## config.mk

```make
export PLATFORM = sky130hd
export DESIGN_NAME = tie_collect
export DESIGN_NICKNAME = d
export VERILOG_FILES = /design/src/sv/tie_pkg.sv /design/src/sv/tie_collect.sv
export SDC_FILE = /design/constraint.sdc
export NUM_CORES = 1
export LEC_CHECK = 0
export ABC_CLOCK_PERIOD_IN_PS = 11200
export BUFFER_PORTS_ARGS = -buffer_cell sky130_fd_sc_hd__buf_4
export CAP_MARGIN = 15
export CELL_PAD_IN_SITES_DETAIL_PLACEMENT = 1
export CELL_PAD_IN_SITES_GLOBAL_PLACEMENT = 2
export CORE_ASPECT_RATIO = 0.75
export CORE_MARGIN = 4
export CORE_UTILIZATION = 35
export CTS_CLUSTER_DIAMETER = 100
export CTS_CLUSTER_SIZE = 40
export DETAILED_ROUTE_END_ITERATION = 16
export GPL_TIMING_DRIVEN = 0
export PLACE_DENSITY = 0.85
export SYNTH_ARGS = -nofsm -noshare
export SYNTH_HDL_FRONTEND = slang
export SYNTH_SLANG_ARGS = --single-unit
```

## constraint.sdc

```tcl
create_clock -name clk -period 11.2 [get_ports clk]
set_input_delay 0.56 -clock clk [delete_from_list [all_inputs] [get_ports clk]]
set_output_delay 0.56 -clock clk [all_outputs]
set_load 0.005 [all_outputs]
```

## src/sv/tie_pkg.sv

```systemverilog
// Shared types and constants for the triangle isoline extractor.
// No dependencies; imported by every module of the block.
package tie_pkg;

    localparam int MAX_LEVELS = 16;
    localparam int RESULT_CAP = 16;
    localparam int EFF_MAX    = (MAX_LEVELS < RESULT_CAP) ? MAX_LEVELS : RESULT_CAP;
    localparam int IDX_W      = $clog2(EFF_MAX);
    localparam int CNT_W      = 5;
    localparam int DATA_W     = 32;
    localparam int T_FRAC     = 24;
    localparam int DIV_STEPS  = 2;
    localparam int DIV_STAGES = T_FRAC / DIV_STEPS;
    localparam int CROSS_LAT  = DIV_STAGES + 3;
    localparam int STEP_ITERS = DATA_W + 1;
    localparam int TRI_W      = 9 * DATA_W;
    localparam int OUT_W      = ((4 * DATA_W + IDX_W + 7) / 8) * 8;

    localparam logic [1:0] CFG_LEVEL_MIN   = 2'd0;
    localparam logic [1:0] CFG_LEVEL_MAX   = 2'd1;
    localparam logic [1:0] CFG_LEVEL_COUNT = 2'd2;

    typedef logic signed [DATA_W-1:0] q_t;

    typedef struct packed {
        logic             valid;
        logic             marker;
        logic [IDX_W-1:0] idx;
    } issue_t;

    typedef enum logic [2:0] {
        ST_IDLE  = 3'b001,
        ST_STEP  = 3'b010,
        ST_SWEEP = 3'b100
    } seq_state_t;

endpackage

```

## src/sv/tie_collect.sv

```systemverilog
// Pairs the crossings of a level into a segment, holds one back to mark the last.
// Depends on tie_pkg.
module tie_collect
    import tie_pkg::*;
(
    input  logic             clk,
    input  logic             rst_n,
    input  issue_t           meta,
    input  logic [2:0]       hit,
    input  q_t               ex [3],
    input  q_t               ey [3],
    input  logic             m_tready,
    output logic             m_tvalid,
    output logic [OUT_W-1:0] m_tdata,
    output logic             m_tlast,
    output logic             en
);

    typedef struct packed {
        q_t               sx;
        q_t               sy;
        q_t               fx;
        q_t               fy;
        logic [IDX_W-1:0] idx;
    } seg_t;

    seg_t  new_seg, pend_reg, out_reg;
    logic  pend_valid_reg, out_valid_reg, last_reg;
    logic  two;

    assign en  = !out_valid_reg || m_tready;
    assign two = ($countones(hit) == 2);

    always_comb
    begin
        new_seg.idx = meta.idx;
        if (hit[0])
        begin
            new_seg.sx = ex[0];
            new_seg.sy = ey[0];
            new_seg.fx = hit[1] ? ex[1] : ex[2];
            new_seg.fy = hit[1] ? ey[1] : ey[2];
        end
        else
        begin
            new_seg.sx = ex[1];
            new_seg.sy = ey[1];
            new_seg.fx = ex[2];
            new_seg.fy = ey[2];
        end
    end

    always_ff @(posedge clk or negedge rst_n)
    begin
        if (!rst_n)
        begin
            pend_valid_reg <= 1'b0;
            out_valid_reg  <= 1'b0;
        end
        else if (en)
        begin
            if (meta.valid && meta.marker)
            begin
                out_valid_reg  <= pend_valid_reg;
                pend_valid_reg <= 1'b0;
            end
            else if (meta.valid && two)
            begin
                out_valid_reg  <= pend_valid_reg;
                pend_valid_reg <= 1'b1;
            end
            else
                out_valid_reg <= 1'b0;
        end
    end

    always_ff @(posedge clk)
    begin
        if (en)
        begin
            out_reg  <= pend_reg;
            last_reg <= meta.marker;
            if (meta.valid && !meta.marker && two)
                pend_reg <= new_seg;
        end
    end

    assign m_tvalid = out_valid_reg;
    assign m_tlast  = last_reg;
    assign m_tdata  = OUT_W'({out_reg.idx, out_reg.fy, out_reg.fx, out_reg.sy, out_reg.sx});

endmodule

```

==> impl_metrics.yaml, run 1 <==
placed_design:
  dp_hpwl_um: 19100
  gp_congestion: 0.723
  placed_area_mm2: 0.0128
  io_buffers: 338
  dp.cells: 1124
layout:
  nets: 992
  mostFrequentLayoutCells: "347 x buf_4, 265 x edfxtp_1, 123 x mux2_2, 11 x clkbuf_16, 8 x buf_2"
  finalNonFillerCells: 1140
  area_delta_synth_final_pct: 36.4
  drive_above_1_share_pct: 63.6
  antennaDiodeCount: 0
  final_common_cell: "buf_4"
  final_area_mm2: 0.0132
timing:
  slew_headroom_pct: 46.7
  drv_slew: 0
  fin_crit_ns: 3.29
  tightest_slew_ns: 0.798
  setup_violations: 0
  post-route-period-util_pct: 29.4
  finClkSkew_ns: 0.0529
  max_clock_freq_mhz: 304
  finalHoldViolCount: 0
  rsz0062_at_grt: "no"
setup_path:
  path_delay_family: "buffers and inverters"
  crit_required_ns: 11.39
  max_stage_delay_ns: 0.65
  cp_cell_sequence: "buf_4 -> buf_2 -> buf_4 -> inv_1 -> fa_1 -> nor2b_1 -> nand3_1 -> nor2_4 -> buf_12 -> buf_12"
  arrival_ns: 3.49
  crit_type: "input port to flop"
  start_kind: "input port"
  slowest_stage: "nor2_4"
  cp-end-kind: "flop"
  crit_buf_inv: 6
  worst-path-max-fanout: 34
drt:
  routed_wl_um: 25300
  viasPerCell: 4.55
  via_count: 5190
  postRouteAntennaNets: 0
  wl_per_cell_um: 22.2
  first_pass_iters: 4
  drt_iter0_markers: 246
  drc: 0
worst_hold_path:
  worstHoldPathType: "input port to flop"
outcome:
  outcome: "completed"
clock_network:
  path_clk_slew_ns: 0.13
  htree_levels: 1
  tritoncts: "built"
  clock-root-buffer: "clkbuf_16"
  cts-root-to-sink-buffers: 3
  numCtsBuffers: 11
  worstSkewPairLatency_ns: 0.48
  cts.sinks: 267
  cts_setup_buffers: 0
floorplanning:
  start_util_pct: 35.6
  die_w_um: 200
  coreArea_mm2: 0.0271
  die_h_um: 152
  dieArea_mm2: 0.0303
  num_rows: 52
  pin_count: 343
synth:
  ys_ff_latch: 267
  synth-simple-area-share_pct: 0.324
  syn_area_per_cell_um2: 22.6
  yosysSeqAreaShare_pct: 83.0
  synth-edff-count: 265
  synth_compound_area_share_pct: 0.169
  synth-warning-count: 0
  yosysUniqueCellTypes: 17
  muxShareOfSynthArea_pct: 14.9
  synthFlopType: "edfxtp_1"
  syn_area_mm2: 0.00964
  ys_async_sr_fraction_pct: 0.749
  synth-adder-area-share_pct: 0.208
  syn_inst: 426
  yosys.area_share.xor_xnor_pct: 0
  synth_top_family_by_area: "multiplexers"
global_route:
  grt_pass1_vias: 5695
  antenna_found_initial: 0
  grt_max_degree: 56
  grt_usage_pct: 15.6
  grt_pass1_wl_um: 35600
  overflow: 0
power:
  power_density_mw_per_mm2: 145
  power.leakage_nw: 5.12
  peakVddDrop_mv: 0.0948
job:
  cap_violations: 0
## logic make-up after synthesis
kind of cell | after synthesis
buffers and inverters | 21
adders and majority gates | 1
other | 1
muxes | 128
and+or+nand+nor | 6
DFF | 267
AOI/OAI and AO/OA | 2
## through the flow
step	power, mW	worst slack [ns]	util [%]	hold WS, ns	TNS, ns
floorplan	1.27	0.724	-	0.264	0
global placement	1.42	-4.33	46.7	0.343	-570.57
detailed placement	1.42	7.27	47.2	0.343	0
CTS	1.93	7.82	48.6	0.203	0
global route	1.98	7.67	48.6	0.197	0
finish	1.90	7.91	48.6	0.235	0
## final cells by class
| class | instances | area (µm²) |
|---|---|---|
| Clock inverter | 4 | 76.3 |
| Inverter | 4 | 15.0 |
| Sequential cell | 267 | 8010 |
| Buffer | 17 | 108 |
| Multi-Input combinational cell | 141 | 1540 |
| Timing Repair Buffer | 345 | 2690 |
| Fill cell | 2612 | 13900 |
| Clock buffer | 11 | 275 |
| Tap cell | 351 | 439 |
## routing by layer
metal	routed length, µm	up-vias	GRT usage, %	share of wire, %
li1	-	2378	-	-
met1	9730	2596	18.8	38
met2	13000	202	27.8	52
met3	2230	14	5.22	8.8
met4	296	0	2.55	1.2
met5	0	-	0	0
## power breakdown
part	internal (mW)	switching [mW]	leakage (nW)
sequential	1.16	0.0150	2.61
clock	0.211	0.300	0.166
combinational	0.126	0.0895	2.34
total	1.50	0.405	5.12
## synth_stat cells, types with 2 or more instances
cell type | number | area share, %
inv_1 | 4 | 0.16
mux2_1 | 5 | 0.58
buf_4 | 9 | 0.70
mux2_2 | 123 | 14
dfrtp_1 | 2 | 0.52
buf_2 | 8 | 0.42
edfxtp_1 | 265 | 83
## worst paths after layout
check,startpoint,to,slack [ns],depth (start not counted)
max in group asynchronous,rst_n,pend_valid_reg,10.72,2
worst max-delay path,hit[0],pend_reg[20],7.91,10
worst min-delay path,meta[1],pend_reg[1],0.23,1
worst max register to register,m_tvalid,pend_reg[20],8.25,6
min in group asynchronous,rst_n,m_tvalid,0.39,2
worst min register to register,pend_reg[65],m_tdata[93],0.43,0
## timing repair
item                                   in CTS  in global routing
setup endpoints to repair                   0                  0
gates resized for setup                     0                  0
endpoints found under the hold margin       2                  0
hold buffers                                1                  0
No activity file was read; power rests on OpenSTA's default activity.
==> inputs of run 2 (changes only) <==
ABC_CLOCK_PERIOD_IN_PS = 2760   (was 11200)
CORE_UTILIZATION = 32   (was 35)
PLACE_DENSITY = 0.82   (was 0.85)
clock period = 2.76 ns   (was 11.2 ns; I/O delays follow)
==> impl_metrics.yaml, run 2 <==
placed_design:
  gp_congestion: 0.748
  dp_hpwl_um: 19000
  io_buffers: 338
synth:
  synth-warning-count: 0
  yosys.area.top_type: "edfxtp_1"
  syn_area_per_cell_um2: 22.6
  ys_async_sr_fraction_pct: 0.749
  synth.top_cell.area_share_pct: 82.5
  ys_ff_latch: 267
  syn_inst: 426
  synthFlopType: "edfxtp_1"
  yosysUniqueCellTypes: 17
  yosysSeqAreaShare_pct: 83.0
  synthTopCellsByArea: "edfxtp_1 83%, mux2_2 14%, buf_4 0.70%"
  synth-edff-count: 265
  synthMostInstantiatedCell: "edfxtp_1"
  syn_area_mm2: 0.00964
  synthTopCellsByCount: "265 x edfxtp_1, 123 x mux2_2, 9 x buf_4"
clock_network:
  cts_hold_buf: 239
  numCtsBuffers: 11
  cts-root-to-sink-buffers: 3
  ctsResizeCount: 0
  clock-root-buffer: "clkbuf_16"
  cts.sinks: 267
  cts_setup_buffers: 3
  htree_levels: 1
floorplanning:
  pin_count: 343
  die_h_um: 158
  num_rows: 54
  die_w_um: 208
  start_util_pct: 32.8
outcome:
  outcome: "stopped before the end"
  firstError: "[ERROR RSZ-0060] Max buffer count reached."
  lastStage: "4_1_cts"
==> run 2: cell counts after synthesis <==
No cell type changed its count.
==> run 2: cell families after synthesis <==
kind of cell	Yosys count	share of synthesized area, %
multiplexers	128	14.9
adder cells (fa/ha/maj)	1	0.208
flip-flops	267	83.0
other	1	0.0389
buffers and inverters	21	1.27
AO/OA/AOI/OAI	2	0.169
AND/OR/NAND/NOR	6	0.324
==> run 2: metrics by stage <==
step           utilization, %  setup WS, ns  hold slack (ns)  area (µm²)  std cells
2_1_floorplan               -         -1.23           -0.158        9680        429
3_3_place_gp             43.2         -2.78          -0.0791       12700       1159
3_5_place_dp             43.8        -0.574          -0.0769       12900       1166
==> inputs of run 3 (changes only) <==
ABC_CLOCK_PERIOD_IN_PS = 3600   (was 2760)
CELL_PAD_IN_SITES_DETAIL_PLACEMENT = unset   (was 1)
CELL_PAD_IN_SITES_GLOBAL_PLACEMENT = unset   (was 2)
CORE_ASPECT_RATIO = unset   (was 0.75)
CORE_UTILIZATION = 25   (was 32)
CTS_CLUSTER_DIAMETER = unset   (was 100)
CTS_CLUSTER_SIZE = unset   (was 40)
PLACE_DENSITY = unset   (was 0.82)
PLACE_DENSITY_LB_ADDON = 0.15   (was unset)
clock period = 3.6 ns   (was 2.76 ns; I/O delays follow)
==> impl_metrics.yaml, run 3 (synthesis results as in run 1) <==
layout:
  mostFrequentLayoutCells: "347 x buf_4, 265 x edfxtp_1, 262 x dlygate4sd3_1, 123 x mux2_2, 31 x clkbuf_16"
  drive_above_1_share_pct: 48.5
  final_common_cell: "buf_4"
  finalNonFillerCells: 1602
  nets: 1272
  area_delta_synth_final_pct: 71.3
worst_hold_path:
  hp-start: "hit[2]"
  hold_depth: 6
  min_to: "pend_valid_reg"
  worstHoldPathType: "input port to flop"
timing:
  fin_crit_ns: 2.78
  tightest_slew_ns: 0.681
  timing.final.ws_setup_ns: 0.821
  finalHoldViolCount: 0
  fin_tns_setup_ns: 0
  finClkSkew_ns: 0.0104
  drv_slew: 0
  max_clock_freq_mhz: 360
  rsz0062_at_grt: "no"
  fin_hold_ws_ns: 0.221
  setup_violations: 0
  post-route-period-util_pct: 77.2
  slew_headroom_pct: 54.6
drt:
  drt_iter0_markers: 162
  wl_per_cell_um: 16.7
  routed_wl_um: 26800
  first_pass_iters: 4
  postRouteAntennaNets: 0
  via_count: 6284
  viasPerCell: 3.92
  drc: 0
clock_network:
  numCtsBuffers: 30
  path_clk_slew_ns: 0.06
  htree_levels: 1
  cts-root-to-sink-buffers: 3
  clock-root-buffer: "clkbuf_16"
  cts.sinks: 267
  cts_setup_buffers: 0
  tritoncts: "built"
  worstSkewPairLatency_ns: 0.55
setup_path:
  arrival_ns: 3.02
  crit_type: "input port to flop"
  max_stage_delay_ns: 0.57
  crit_required_ns: 3.84
  worst_r2r_path_depth: 5
  rr_startpoint: "m_tvalid"
  r2r-end: "pend_reg[31]"
  cp-end-kind: "flop"
  worst-path-max-fanout: 29
  crit_buf_inv: 6
  cp_cell_sequence: "buf_4 -> buf_2 -> buf_4 -> inv_1 -> fa_1 -> nor2b_1 -> nand3_4 -> nor2_4 -> buf_12 -> buf_12"
  slowest_stage: "nor2_4"
  reg2reg_slack_ns: 1.07
  start_kind: "input port"
  path_delay_family: "buffers and inverters"
placed_design:
  dp.cells: 1284
  io_buffers: 338
  pre_cts_ws_ns: 0.170
  dp_hpwl_um: 17800
  gp_congestion: 0.728
floorplanning:
  dieArea_mm2: 0.0418
  die_h_um: 204
  num_rows: 71
  start_util_pct: 25.5
  pin_count: 343
  die_w_um: 204
  coreArea_mm2: 0.0378
outcome:
  outcome: "completed"
global_route:
  grt_max_degree: 59
  antenna_found_initial: 1
  grt_pass1_wl_um: 39400
  overflow: 0
  grt_pass1_vias: 6952
  grt_usage_pct: 12.2
job:
  cap_violations: 0
power:
  power_density_mw_per_mm2: 450
  power.leakage_nw: 6.48
  peakVddDrop_mv: 0.327
## run 3: layout make-up
| class | count | area (µm²) |
|---|---|---|
| Tap cell | 511 | 639 |
| Fill cell | 3464 | 21300 |
| Multi-Input combinational cell | 141 | 1550 |
| Inverter | 4 | 15.0 |
| Sequential cell | 267 | 8010 |
| Clock buffer | 37 | 798 |
| Antenna cell | 1 | 2.50 |
| Buffer | 17 | 108 |
| Timing Repair Buffer | 606 | 5290 |
| Clock inverter | 18 | 110 |
## run 3: timing repair
item / in CTS / in global routing
hold buffers: 262 / 0
endpoints found under the hold margin: 137 / 0
resized for setup: 0 / 0
## run 3: report_power, final
| group | switching, mW | total (mW) | internal, mW |
|---|---|---|---|
| combinational | 0.331 | 0.950 | 0.619 |
| sequential | 0.0424 | 3.65 | 3.61 |
| clock | 1.19 | 2.82 | 1.63 |
| total | 1.57 | 7.43 | 5.86 |
## run 3: tightest hold or removal path: stages
cell and delay [ns]:
buf_4 0.10, inv_1 0.06, fa_1 0.16, nor2b_1 0.07, nand3_4 0.10, a32oi_1 0.05
## run 3: worst max-delay path by stage
stage | startpoint | endpoint | cells after the start
3_5_place_dp | hit[0] | pend_reg[1] | 10
2_1_floorplan | m_tvalid | pend_reg[0] | 3
4_1_cts | hit[0] | pend_reg[0] | 10
3_3_place_gp | m_tvalid | pend_reg[0] | 3
5_1_grt | hit[0] | pend_reg[31] | 10
6_report | hit[0] | pend_reg[31] | 10
## run 3: metal layers
metal,wire (µm),vias to the layer above,track usage [%]
li1,-,2982,-
met1,10400,3052,14.0
met2,13400,213,21.6
met3,2230,37,3.76
met4,682,0,4.12
met5,0,-,0
## run 3: through the flow
stage / power [mW] / util (%) / instance area, µm²
finish: 7.43 / 43.7 / 16500
global route: 7.77 / 43.7 / 16500
CTS: 7.57 / 43.6 / 16500
detailed placement: 4.41 / 34.3 / 13000
global placement: 4.40 / 34.0 / 12900
floorplan: 3.94 / - / 9680
