### config.mk
export PLATFORM = sky130hd
export DESIGN_NAME = tie_seq
export DESIGN_NICKNAME = d
export VERILOG_FILES = /design/src/sv/tie_pkg.sv /design/src/sv/tie_seq.sv
export SDC_FILE = /design/constraint.sdc
export NUM_CORES = 1
export LEC_CHECK = 0
export ABC_CLOCK_PERIOD_IN_PS = 9000
export CAP_MARGIN = 20
export CELL_PAD_IN_SITES_DETAIL_PLACEMENT = 1
export CELL_PAD_IN_SITES_GLOBAL_PLACEMENT = 1
export CORE_AREA = 2 2 333 236
export CTS_BUF_LIST = sky130_fd_sc_hd__clkbuf_4 sky130_fd_sc_hd__clkbuf_8
export DETAILED_ROUTE_END_ITERATION = 7
export DIE_AREA = 0 0 335 238
export DONT_BUFFER_PORTS = 1
export PLACE_DENSITY_LB_ADDON = 0.1
export RECOVER_POWER = 50
export SYNTH_ARGS = -nofsm -noshare
export SYNTH_HDL_FRONTEND = slang
export SYNTH_SLANG_ARGS = --single-unit
### constraint.sdc
create_clock -name clk -period 9 [get_ports clk]
set_clock_uncertainty 0.2 [all_clocks]
set_input_delay 1.35 -clock clk [delete_from_list [all_inputs] [get_ports clk]]
set_output_delay 1.35 -clock clk [all_outputs]
set_load 0.005 [all_outputs]
### src/sv/tie_pkg.sv
// Shared types and constants for the triangle isoline extractor.
// No dependencies; imported by every module of the block.
package tie_pkg;

    localparam int MAX_LEVELS = 16;
    localparam int RESULT_CAP = 16;
    localparam int EFF_MAX    = (MAX_LEVELS < RESULT_CAP) ? MAX_LEVELS : RESULT_CAP;
    localparam int IDX_W      = $clog2(EFF_MAX);
    localparam int CNT_W      = 5;
    localparam int DATA_W     = 32;
    localparam int T_FRAC     = 24;
    localparam int DIV_STEPS  = 2;
    localparam int DIV_STAGES = T_FRAC / DIV_STEPS;
    localparam int CROSS_LAT  = DIV_STAGES + 3;
    localparam int STEP_ITERS = DATA_W + 1;
    localparam int TRI_W      = 9 * DATA_W;
    localparam int OUT_W      = ((4 * DATA_W + IDX_W + 7) / 8) * 8;

    localparam logic [1:0] CFG_LEVEL_MIN   = 2'd0;
    localparam logic [1:0] CFG_LEVEL_MAX   = 2'd1;
    localparam logic [1:0] CFG_LEVEL_COUNT = 2'd2;

    typedef logic signed [DATA_W-1:0] q_t;

    typedef struct packed {
        logic             valid;
        logic             marker;
        logic [IDX_W-1:0] idx;
    } issue_t;

    typedef enum logic [2:0] {
        ST_IDLE  = 3'b001,
        ST_STEP  = 3'b010,
        ST_SWEEP = 3'b100
    } seq_state_t;

endpackage

### src/sv/tie_seq.sv
// Configuration registers, step divider and level sequencer.
// Depends on tie_pkg.
module tie_seq
    import tie_pkg::*;
(
    input  logic              clk,
    input  logic              rst_n,
    input  logic              cfg_wen,
    input  logic [1:0]        cfg_index,
    input  logic [DATA_W-1:0] cfg_wdata,
    input  logic              in_valid,
    output logic              in_ready,
    input  logic [TRI_W-1:0]  in_tri,
    input  logic              en,
    output issue_t            issue,
    output logic [TRI_W-1:0]  tri_data,
    output q_t                level_min,
    output q_t                step
);

    seq_state_t        state_reg, state_next;
    q_t                min_reg, min_next, max_reg, max_next, step_reg, step_next;
    logic [CNT_W-1:0]  count_reg, count_next;
    logic              step_valid_reg, step_valid_next;
    logic [IDX_W-1:0]  idx_reg, idx_next;
    logic              marker_reg, marker_next;
    logic [TRI_W-1:0]  tri_reg, tri_next;
    logic [3:0]        rem_reg, rem_next;
    logic [DATA_W:0]   quo_reg, quo_next;
    logic              neg_reg, neg_next;
    logic [5:0]        iter_reg, iter_next;

    logic [CNT_W-1:0]  eff_n;
    logic [3:0]        divisor;
    logic signed [DATA_W:0] diff;
    logic [4:0]        r2;
    logic              ge;

    assign eff_n   = (count_reg > CNT_W'(EFF_MAX)) ? CNT_W'(EFF_MAX) : count_reg;
    assign divisor = 4'(eff_n - CNT_W'(1));
    assign diff    = {max_reg[DATA_W-1], max_reg} - {min_reg[DATA_W-1], min_reg};
    assign r2      = {rem_reg, quo_reg[DATA_W]};
    assign ge      = r2 >= {1'b0, divisor};

    always_comb
    begin
        state_next      = state_reg;
        min_next        = min_reg;
        max_next        = max_reg;
        count_next      = count_reg;
        step_next       = step_reg;
        step_valid_next = step_valid_reg;
        idx_next        = idx_reg;
        marker_next     = marker_reg;
        tri_next        = tri_reg;
        rem_next        = rem_reg;
        quo_next        = quo_reg;
        neg_next        = neg_reg;
        iter_next       = iter_reg;
        unique case (state_reg)
            ST_IDLE:
            begin
                if (in_valid)
                begin
                    tri_next = in_tri;
                    if (step_valid_reg || eff_n < CNT_W'(2))
                    begin
                        if (!step_valid_reg)
                        begin
                            step_next       = '0;
                            step_valid_next = 1'b1;
                        end
                        state_next  = ST_SWEEP;
                        idx_next    = '0;
                        marker_next = (eff_n == '0);
                    end
                    else
                    begin
                        neg_next   = diff[DATA_W];
                        quo_next   = diff[DATA_W] ? (DATA_W+1)'(-diff) : diff;
                        rem_next   = '0;
                        iter_next  = '0;
                        state_next = ST_STEP;
                    end
                end
            end
            ST_STEP:
            begin
                if (iter_reg == 6'(STEP_ITERS))
                begin
                    if (!neg_reg)
                        step_next = (quo_reg > (DATA_W+1)'(33'h0_7FFF_FFFF)) ?
                                    q_t'(32'h7FFF_FFFF) : q_t'(quo_reg[DATA_W-1:0]);
                    else
                        step_next = (quo_reg > (DATA_W+1)'(33'h0_8000_0000)) ?
                                    q_t'(32'h8000_0000) : q_t'(DATA_W'(-quo_reg));
                    step_valid_next = 1'b1;
                    state_next      = ST_SWEEP;
                    idx_next        = '0;
                    marker_next     = 1'b0;
                end
                else
                begin
                    rem_next  = ge ? 4'(r2 - {1'b0, divisor}) : r2[3:0];
                    quo_next  = {quo_reg[DATA_W-1:0], ge};
                    iter_next = iter_reg + 6'd1;
                end
            end
            ST_SWEEP:
            begin
                if (en)
                begin
                    if (marker_reg)
                        state_next = ST_IDLE;
                    else if ({1'b0, idx_reg} == 5'(eff_n - CNT_W'(1)))
                        marker_next = 1'b1;
                    else
                        idx_next = idx_reg + IDX_W'(1);
                end
            end
            default: state_next = ST_IDLE;
        endcase
        if (cfg_wen)
        begin
            unique case (cfg_index)
                CFG_LEVEL_MIN:
                begin
                    min_next        = cfg_wdata;
                    step_valid_next = 1'b0;
                end
                CFG_LEVEL_MAX:
                begin
                    max_next        = cfg_wdata;
                    step_valid_next = 1'b0;
                end
                CFG_LEVEL_COUNT:
                begin
                    count_next      = cfg_wdata[CNT_W-1:0];
                    step_valid_next = 1'b0;
                end
                default: ;
            endcase
        end
    end

    always_ff @(posedge clk or negedge rst_n)
    begin
        if (!rst_n)
        begin
            state_reg      <= ST_IDLE;
            min_reg        <= '0;
            max_reg        <= q_t'(32'h0001_0000);
            count_reg      <= CNT_W'(10);
            step_reg       <= '0;
            step_valid_reg <= 1'b0;
            idx_reg        <= '0;
            marker_reg     <= 1'b0;
            iter_reg       <= '0;
        end
        else
        begin
            state_reg      <= state_next;
            min_reg        <= min_next;
            max_reg        <= max_next;
            count_reg      <= count_next;
            step_reg       <= step_next;
            step_valid_reg <= step_valid_next;
            idx_reg        <= idx_next;
            marker_reg     <= marker_next;
            iter_reg       <= iter_next;
        end
    end

    always_ff @(posedge clk)
    begin
        tri_reg <= tri_next;
        rem_reg <= rem_next;
        quo_reg <= quo_next;
        neg_reg <= neg_next;
    end

    assign in_ready     = (state_reg == ST_IDLE);
    assign issue.valid  = (state_reg == ST_SWEEP);
    assign issue.marker = marker_reg;
    assign issue.idx    = idx_reg;
    assign tri_data     = tri_reg;
    assign level_min    = min_reg;
    assign step         = step_reg;

endmodule

==> run summary, run 1 <==
Clocking
- **CTS Hold Buffers Added** 0
- **clock sink count** 442
- **# H-tree levels** 3
- **number of CTS-inserted buffers** 77
- **clock slew at the register clock pins of the worst setup and hold paths** 0.06 ns
- **total of cells resized after clock tree synthesis** 0
- **worst skew pair latency** 0.69 ns
- **CTS tree** built
- **Clock Root Buffer** sky130_fd_sc_hd__clkbuf_8
- **number of buffers on the longest clock path** 3
- **number of setup buffers added after CTS** 0

Detailed routing
- **average vias per placed instance** 4.92
- **wire length after detailed routing** 82000 microns
- **Initial DRT Pass Iterations** 5
- **# DRC** 0
- **drt initial violations** 954
- **detailed-route wire length per cell** 31.8 microns
- **routed via count** 12700
- **count of nets left with antenna violations after detail routing** 0

GRT
- **vias in the first global route** 12400
- **GR Overflow Total** 0
- **number of antenna violations at the first check in global routing** 50
- **global-route usage over all layers** 0.201
- **wire length of the first global-routing pass** 110000 microns
- **maximum number of pins on one net before global-route repair** 171

Synthesis
- **synthesized cell area** 19000 sq um
- **biggest area contributors in the synthesized netlist** sky130_fd_sc_hd__edfxtp_1 52%, sky130_fd_sc_hd__dfrtp_1 15%, sky130_fd_sc_hd__nand2_1 3.5%, sky130_fd_sc_hd__ha_1 2.8%, sky130_fd_sc_hd__o21ai_0 2.6%
- **nets in the synthesized netlist** 1834
- **Yosys Warn Count** 0
- **share of flip-flops with an asynchronous set or reset** 0.262
- **most common flop cell mapped by yosys** sky130_fd_sc_hd__edfxtp_1
- **count of state elements after synthesis** 442
- **cell type contributing the most total cell area after synthesis** sky130_fd_sc_hd__edfxtp_1
- **number of flops mapped to enable cells by yosys** 326
- **instance count of the mapped netlist** 1462
- **fraction of post-synthesis cell area in the top cell type by area** 0.517
- **number of distinct standard cells referenced by the synthesized netlist** 83
- **average footprint of a synthesized cell** 13.0 sq um
- **share of synthesized area occupied by flip-flops and latches** 0.670

Timing
- **Final WS setup** 4.05 ns
- **number of failing hold endpoints at the final stage** 0
- **final count of negative-setup-slack endpoints** 0
- **number of max-slew violations in the final report** 155
- **Final TNS setup** 0 ns
- **actual slew at the worst max-slew pin** 2.72 ns
- **worst rel slew slack** -0.812
- **upper clock frequency limit** 0.202 GHz
- **crit path time final** 4.95 ns
- **RSZ-0062 raised after global routing** false
- **post-route clock period utilization** 0.550

Placement
- **HPWL after detailed placement** 65100 microns
- **minimum setup slack after placement** 4.11 ns
- **Inst Count DP** 2413
- **count of port buffers added during placement** 0
- **Placer Congestion** 0.935

Critical path
- **CP max-delay cell** sky130_fd_sc_hd__nor4b_1
- **chain of cells forming the critical path** inv_1 > ha_1 > and4_1 > nor4b_1 > a22oi_1 > and2_1 > a21o_1 > a311oi_1 > nand4_1 > o41ai_2 > xor2_1 > a21oi_1
- **Critical Path Max Stage Delay** 0.68 ns
- **worst path arrival time** 5.10 ns
- **timing startpoint of the critical path** level_min[13]
- **source of the worst register-to-register timing path** level_min[13]
- **depth of the most critical reg-to-reg path** 12
- **CP Class** reg -> reg
- **highest fanout seen on the critical path** 7
- **endpoint required time on the critical path** 9.15 ns
- **destination of the critical timing path** quo_reg[30]
- **reg-to-reg critical path endpoint** quo_reg[30]
- **startpoint type of the worst setup path** flop
- **nature of the critical path endpoint** flop
- **minimum setup slack among reg-to-reg paths** 4.05 ns

Run
- **max_cap viols** 3

Cells and area
- **flip-flop count of the largest register, all copies and words added** 288
- **Final Net Count** 1865
- **layout overhead on the synthesized area** 14.7%
- **final std cells w/o fill** 2578
- **commonest non-fill, non-tap cell in the layout** sky130_fd_sc_hd__edfxtp_1
- **fill cell count** 8214
- **leading cell types in the layout, fill and taps excluded** 326 x sky130_fd_sc_hd__edfxtp_1, 178 x sky130_fd_sc_hd__nand2_1, 112 x sky130_fd_sc_hd__dfrtp_1
- **fraction of final layout cells with drive strength greater than 1** 0.140

Floorplan
- **row count** 85
- **Chip Height** 238 microns
- **floorplan die area** 79700 sq um
- **Core Footprint** 76400 sq um
- **Horiz. Die Dim** 335 microns
- **Starting Density** 0.248
- **number of ports placed on the die boundary** 686

Run status
- **outcome** finished, violations left
- **failing checks** capacitance limit, slew limit

Pwr
- **ratio of total power to cell area** 350 nW/um^2
- **Max IR drop VDD** 0.205 mV
- **static leakage** 7.60 nW
- **Design Power** 7.61 mW

Worst hold path
- **class of the tightest hold or removal check** in -> async

[metrics by stage]
stage / area [sq um] / hold WS, ns / utilization
finish: 21700 / 0.168 / 0.285
CTS: 21700 / 0.0780 / 0.284
detailed placement: 20100 / 0.302 / 0.263
global route: 21700 / 0.0655 / 0.284
floorplan: 19000 / 0.273 / -
global placement: 20100 / 0.294 / 0.263
[layout make-up]
| cell class | count | area (sq um) | area share |
|---|---|---|---|
| Timing Repair Buffer | 10 | 96.3 | 0.00443 |
| Clock buffer | 107 | 1300 | 0.0600 |
| Multi-Input combinational cell | 912 | 5820 | 0.268 |
| Clock inverter | 32 | 317 | 0.0146 |
| Antenna cell | 25 | 62.6 | 0.00288 |
| Tap cell | 1000 | 1250 | 0.0575 |
| Sequential cell | 442 | 12700 | 0.584 |
| Inverter | 50 | 195 | 0.00898 |
[report_power, final]
group          total, mW  internal [mW]  switching (mW)
Combinational       2.02          0.646            1.37
Clock               2.01           1.09           0.915
Sequential          3.58           2.96           0.626
[kinds of logic (layout without fill, tap and decap cells)]
group | after synthesis | after routing | synth area share
AOI/OAI and AO/OA | 345 | 345 | 0.115
adders and majority gates | 45 | 45 | 0.0305
other | 0 | 25 | 0
and+or+nand+nor | 424 | 424 | 0.110
muxes | 45 | 45 | 0.0266
DFF | 442 | 442 | 0.670
xor gates and xnor gates | 53 | 53 | 0.0245
buffers and inverters | 108 | 199 | 0.0229
[worst max-delay path, delay by kind of cell (launching register included)]
family	cells	cell delay, ns
and+or+nand+nor	4	1.57
AOI/OAI and AO/OA	5	1.57
adders and majority gates	1	0.50
DFF	1	0.48
xor gates and xnor gates	1	0.18
buffers and inverters	1	0.11
[metal layers]
layer	vias up	track usage	wire length, microns	share of wire
met3	121	0.0609	7550	0.092
met2	498	0.328	39300	0.48
met5	-	0	106	0.0013
met4	14	0.0506	1750	0.021
li1	5563	-	-	-
met1	6487	0.260	33300	0.41
[cells in the mapped netlist (7+ instances only)]
| library cell | n |
|---|---|
| sky130_fd_sc_hd__xnor2_1 | 25 |
| sky130_fd_sc_hd__a21oi_1 | 74 |
| sky130_fd_sc_hd__buf_2 | 10 |
| sky130_fd_sc_hd__nor2_1 | 73 |
| sky130_fd_sc_hd__o21a_1 | 12 |
| sky130_fd_sc_hd__and2_1 | 7 |
| sky130_fd_sc_hd__o21ai_1 | 38 |
| sky130_fd_sc_hd__or4_1 | 8 |
| sky130_fd_sc_hd__xor2_1 | 28 |
| sky130_fd_sc_hd__a31oi_1 | 16 |
| sky130_fd_sc_hd__inv_1 | 50 |
| sky130_fd_sc_hd__nand2_1 | 178 |
| sky130_fd_sc_hd__mux2_2 | 39 |
| sky130_fd_sc_hd__o22ai_1 | 21 |
| sky130_fd_sc_hd__dfrtp_1 | 112 |
| sky130_fd_sc_hd__ha_1 | 43 |
| sky130_fd_sc_hd__nand4_1 | 21 |
| sky130_fd_sc_hd__clkbuf_1 | 40 |
| sky130_fd_sc_hd__edfxtp_1 | 326 |
| sky130_fd_sc_hd__nand2b_1 | 10 |
| sky130_fd_sc_hd__nand3_1 | 23 |
| sky130_fd_sc_hd__or3_1 | 10 |
| sky130_fd_sc_hd__o21ai_0 | 97 |
| sky130_fd_sc_hd__nor4_1 | 17 |
| sky130_fd_sc_hd__nor3_1 | 27 |
| sky130_fd_sc_hd__o31ai_1 | 10 |
| sky130_fd_sc_hd__a21o_1 | 16 |
[how the worst min path moves through the flow]
| stage | endpoint | startpoint | slack (ns) | depth (start not counted) |
|---|---|---|---|---|
| after global routing | step[23] | rst_n | 0.07 | 0 |
| after floorplan | step[23] | step[23] | 0.27 | 2 |
| after global placement | max_reg[8] | max_reg[8] | 0.29 | 1 |
| after CTS | step[23] | rst_n | 0.08 | 0 |
| after detailed placement | max_reg[14] | max_reg[14] | 0.30 | 1 |
| final | step[23] | rst_n | 0.17 | 0 |
(Power assumes the default switching activity.)
==> inputs of run 2 (changes only) <==
--- a/config.mk
+++ b/config.mk
@@ -5,7 +5,7 @@
 export SDC_FILE = /design/constraint.sdc
 export NUM_CORES = 1
 export LEC_CHECK = 0
-export ABC_CLOCK_PERIOD_IN_PS = 9000
+export ABC_CLOCK_PERIOD_IN_PS = 4800
 export CAP_MARGIN = 20
 export CELL_PAD_IN_SITES_DETAIL_PLACEMENT = 1
 export CELL_PAD_IN_SITES_GLOBAL_PLACEMENT = 1
==> constraint.sdc (replaced) <==
create_clock -name clk -period 4.8 [get_ports clk]
set_clock_uncertainty 0.2 [all_clocks]
set_input_delay 0.72 -clock clk [delete_from_list [all_inputs] [get_ports clk]]
set_output_delay 0.72 -clock clk [all_outputs]
set_load 0.005 [all_outputs]
==> run 2 against run 1 <==
Net effect:
- the flow still finishes with violations (capacitance limit, slew limit)
- sequential power up 87%
- routed wire length fell by 6.6%
- first-iteration DRC count shrank 10%
- critical path type unchanged
- largest cell class unchanged
==> run summary, run 2 (same netlist as run 1, synthesis figures left out) <==
Timing
- **final count of negative-setup-slack endpoints** 0, unchanged
- **post-route clock period utilization** 0.929, +0.379
- **Final WS setup** 0.341 ns, -3.71 ns
- **crit path time final** 4.46 ns, -0.492 ns
- **RSZ-0062 raised after global routing** false
- **number of failing hold endpoints at the final stage** 0, unchanged
- **Final TNS setup** 0 ns, unchanged
- **actual slew at the worst max-slew pin** 3.19 ns, +0.476 ns
- **worst rel slew slack** -1.13, -0.317
- **number of max-slew violations in the final report** 214, +38%
- **upper clock frequency limit** 0.224 GHz, +11%

Detailed routing
- **average vias per placed instance** 4.72, -4.0%
- **drt initial violations** 854, -10%
- **Initial DRT Pass Iterations** 5, unchanged
- **wire length after detailed routing** 76600 microns, -6.6%
- **detailed-route wire length per cell** 26.4 microns, -17%
- **routed via count** 13700, +8.2%
- **count of nets left with antenna violations after detail routing** 0, unchanged
- **# DRC** 0, unchanged

Cells and area
- **fraction of final layout cells with drive strength greater than 1** 0.129, -0.0103
- **layout overhead on the synthesized area** 32.5%
- **combined flip-flop and latch cell area** 12700 sq um, unchanged
- **flip-flop count of the largest register, all copies and words added** 288, unchanged
- **leading cell types in the layout, fill and taps excluded** 326 x sky130_fd_sc_hd__edfxtp_1, 324 x sky130_fd_sc_hd__dlygate4sd3_1, 177 x sky130_fd_sc_hd__nand2_1
- **multi-input gate area in the final layout** 5850 sq um, +0.52%
- **Layout Utilization** 0.329, +0.0441
- **Final Net Count** 2207, +18%
- **final std cells w/o fill** 2905, +13%
- **commonest non-fill, non-tap cell in the layout** sky130_fd_sc_hd__edfxtp_1
- **fill cell count** 8200, -0.17%

Critical path
- **depth of the most critical reg-to-reg path** 13, +1
- **Critical Path Max Stage Delay** 0.53 ns, -0.15 ns
- **highest fanout seen on the critical path** 7, unchanged
- **reg-to-reg critical path endpoint** quo_reg[30]
- **startpoint type of the worst setup path** flop
- **CP max-delay cell** sky130_fd_sc_hd__a211oi_1
- **chain of cells forming the critical path** ha_1 > fa_1 > nand2b_1 > a21oi_2 > o21ai_2 > a2111oi_4 > o21ai_1 > a211oi_1 > nand4_1 > buf_4 > o41ai_2 > xor2_1 > a21oi_1
- **worst path arrival time** 4.69 ns, -0.41 ns
- **nature of the critical path endpoint** flop
- **source of the worst register-to-register timing path** level_min[0]
- **CP Class** reg -> reg
- **endpoint required time on the critical path** 5.03 ns, -4.12 ns
- **minimum setup slack among reg-to-reg paths** 0.34 ns, -3.71 ns

GRT
- **maximum number of pins on one net before global-route repair** 117, -32%
- **wire length of the first global-routing pass** 108000 microns, -2.3%
- **vias in the first global route** 14200, +14%
- **number of antenna violations at the first check in global routing** 18, -64%
- **GR Overflow Total** 0, unchanged
- **global-route usage over all layers** 0.187, -0.0139

Floorplan
- **number of ports placed on the die boundary** 686, unchanged
- **floorplan die area** 79700 sq um, unchanged
- **Starting Density** 0.248, unchanged
- **Core Footprint** 76400 sq um, unchanged
- **Chip Height** 238 microns, unchanged
- **row count** 85, unchanged
- **Horiz. Die Dim** 335 microns, unchanged

Pwr
- **Max IR drop VDD** 0.288 mV, +41%
- **static leakage** 9.05 nW, +19%
- **Design Power** 14.7 mW, +93%
- **combinational group share of total power** 0.288, +0.023
- **net switching component of the power** 5.64 mW, +94%
- **Internal** 9.04 mW, +92%
- **power share of the sequential group** 0.455, -0.016
- **switching portion of total power** 0.384, +0.00159
- **proportion of power drawn by the clock network** 0.256, -0.008
- **ratio of total power to cell area** 585 nW/um^2, +67%

Placement
- **Inst Count DP** 2431, +0.75%
- **Placer Congestion** 0.885, -5.3%
- **HPWL after detailed placement** 57400 microns, -12%
- **minimum setup slack after placement** 0.246 ns, -3.86 ns
- **count of port buffers added during placement** 0, unchanged

Clocking
- **# H-tree levels** 3, unchanged
- **clock slew at the register clock pins of the worst setup and hold paths** 0.07 ns, about the same
- **number of buffers on the longest clock path** 3, unchanged
- **clock sink count** 442, unchanged
- **Clock Root Buffer** sky130_fd_sc_hd__clkbuf_8
- **number of CTS-inserted buffers** 77, unchanged
- **CTS tree** built
- **worst skew pair latency** 0.69 ns, about the same
- **number of setup buffers added after CTS** 0, unchanged

Run status
- **failing checks** capacitance limit, slew limit
- **outcome** finished, violations left

Run
- **max_cap viols** 3, unchanged

Worst hold path
- **class of the tightest hold or removal check** in -> reg
- **worst hold endpoint** step_valid_reg
- **number of cells traversed by the worst hold path** 2
- **startpoint of the tightest hold check path** cfg_index[1]

[run 2: cell types whose count changed in the layout (fill, tap and decap cells not counted), sizes merged]
cell / change
diode: -20
clkinv: +11
clkinvlp: +2
dlygate4sd3: +324
buf: +18
inv: -2
clkbuf: -6
[run 2: worst max-delay path by stage]
stage / from / to / cells past startpoint
after floorplan: in_valid / tri_data[0] / 2
after global placement: level_min[0] / quo_reg[29] / 12
after detailed placement: level_min[0] / quo_reg[29] / 12
after CTS: level_min[0] / quo_reg[29] / 12
after global routing: level_min[0] / quo_reg[18] / 12
final: level_min[0] / quo_reg[30] / 13
[run 2: layer usage]
layer  share of wire  vias up  track usage
li1                -     6233            -
met1            0.44     6919        0.244
met2            0.48      447        0.310
met3           0.061      113       0.0485
met4           0.019        6       0.0439
met5         0.00050        -            0
[run 2: power by group through the flow]
stage | Clock (mW) | Sequential [mW] | Combinational (mW)
after floorplan | 0 | 6.24 | 2.82
after global placement | 0 | 6.79 | 3.98
after detailed placement | 0 | 6.79 | 4.01
after CTS | 3.92 | 6.73 | 4.30
after global routing | 4.07 | 6.79 | 4.75
final | 3.77 | 6.68 | 4.24
[run 2: timing repair]
item / 4_1_cts / 5_1_grt
gates resized for setup: 0 / 1
endpoints found under the setup margin: 0 / 3
hold buffers: 325 / 0
endpoints found under the hold margin: 479 / 0
[run 2: worst max-delay path, delay by kind of cell, from the launching register on]
kind / cells / cell delay [ns]
buffers and inverters: 1 / 0.18
AO/OA/AOI/OAI: 7 / 2.15
flip-flops: 1 / 0.43
XOR/XNOR: 1 / 0.18
AND/OR/NAND/NOR: 2 / 0.39
adder cells (fa/ha/maj): 2 / 0.65
[run 2: final cells by class]
| type | instances | share of cell area |
|---|---|---|
| antenna | 5 | 0.000498 |
| clock buffer | 101 | 0.0504 |
| clock inverter | 43 | 0.0151 |
| inverter | 50 | 0.00752 |
| multi-input combinational | 912 | 0.233 |
| sequential | 442 | 0.506 |
| tap | 1000 | 0.0498 |
| timing repair buffer | 352 | 0.138 |
[run 2: per-stage QoR]
| stage | hold WS [ns] | cell area, sq um |
|---|---|---|
| finish | 0.0654 | 25100 |
| global route | 0.0350 | 25100 |
| CTS | 0.00436 | 25100 |
| detailed placement | 0.229 | 20200 |
| global placement | 0.231 | 20200 |
| floorplan | 0.224 | 19000 |
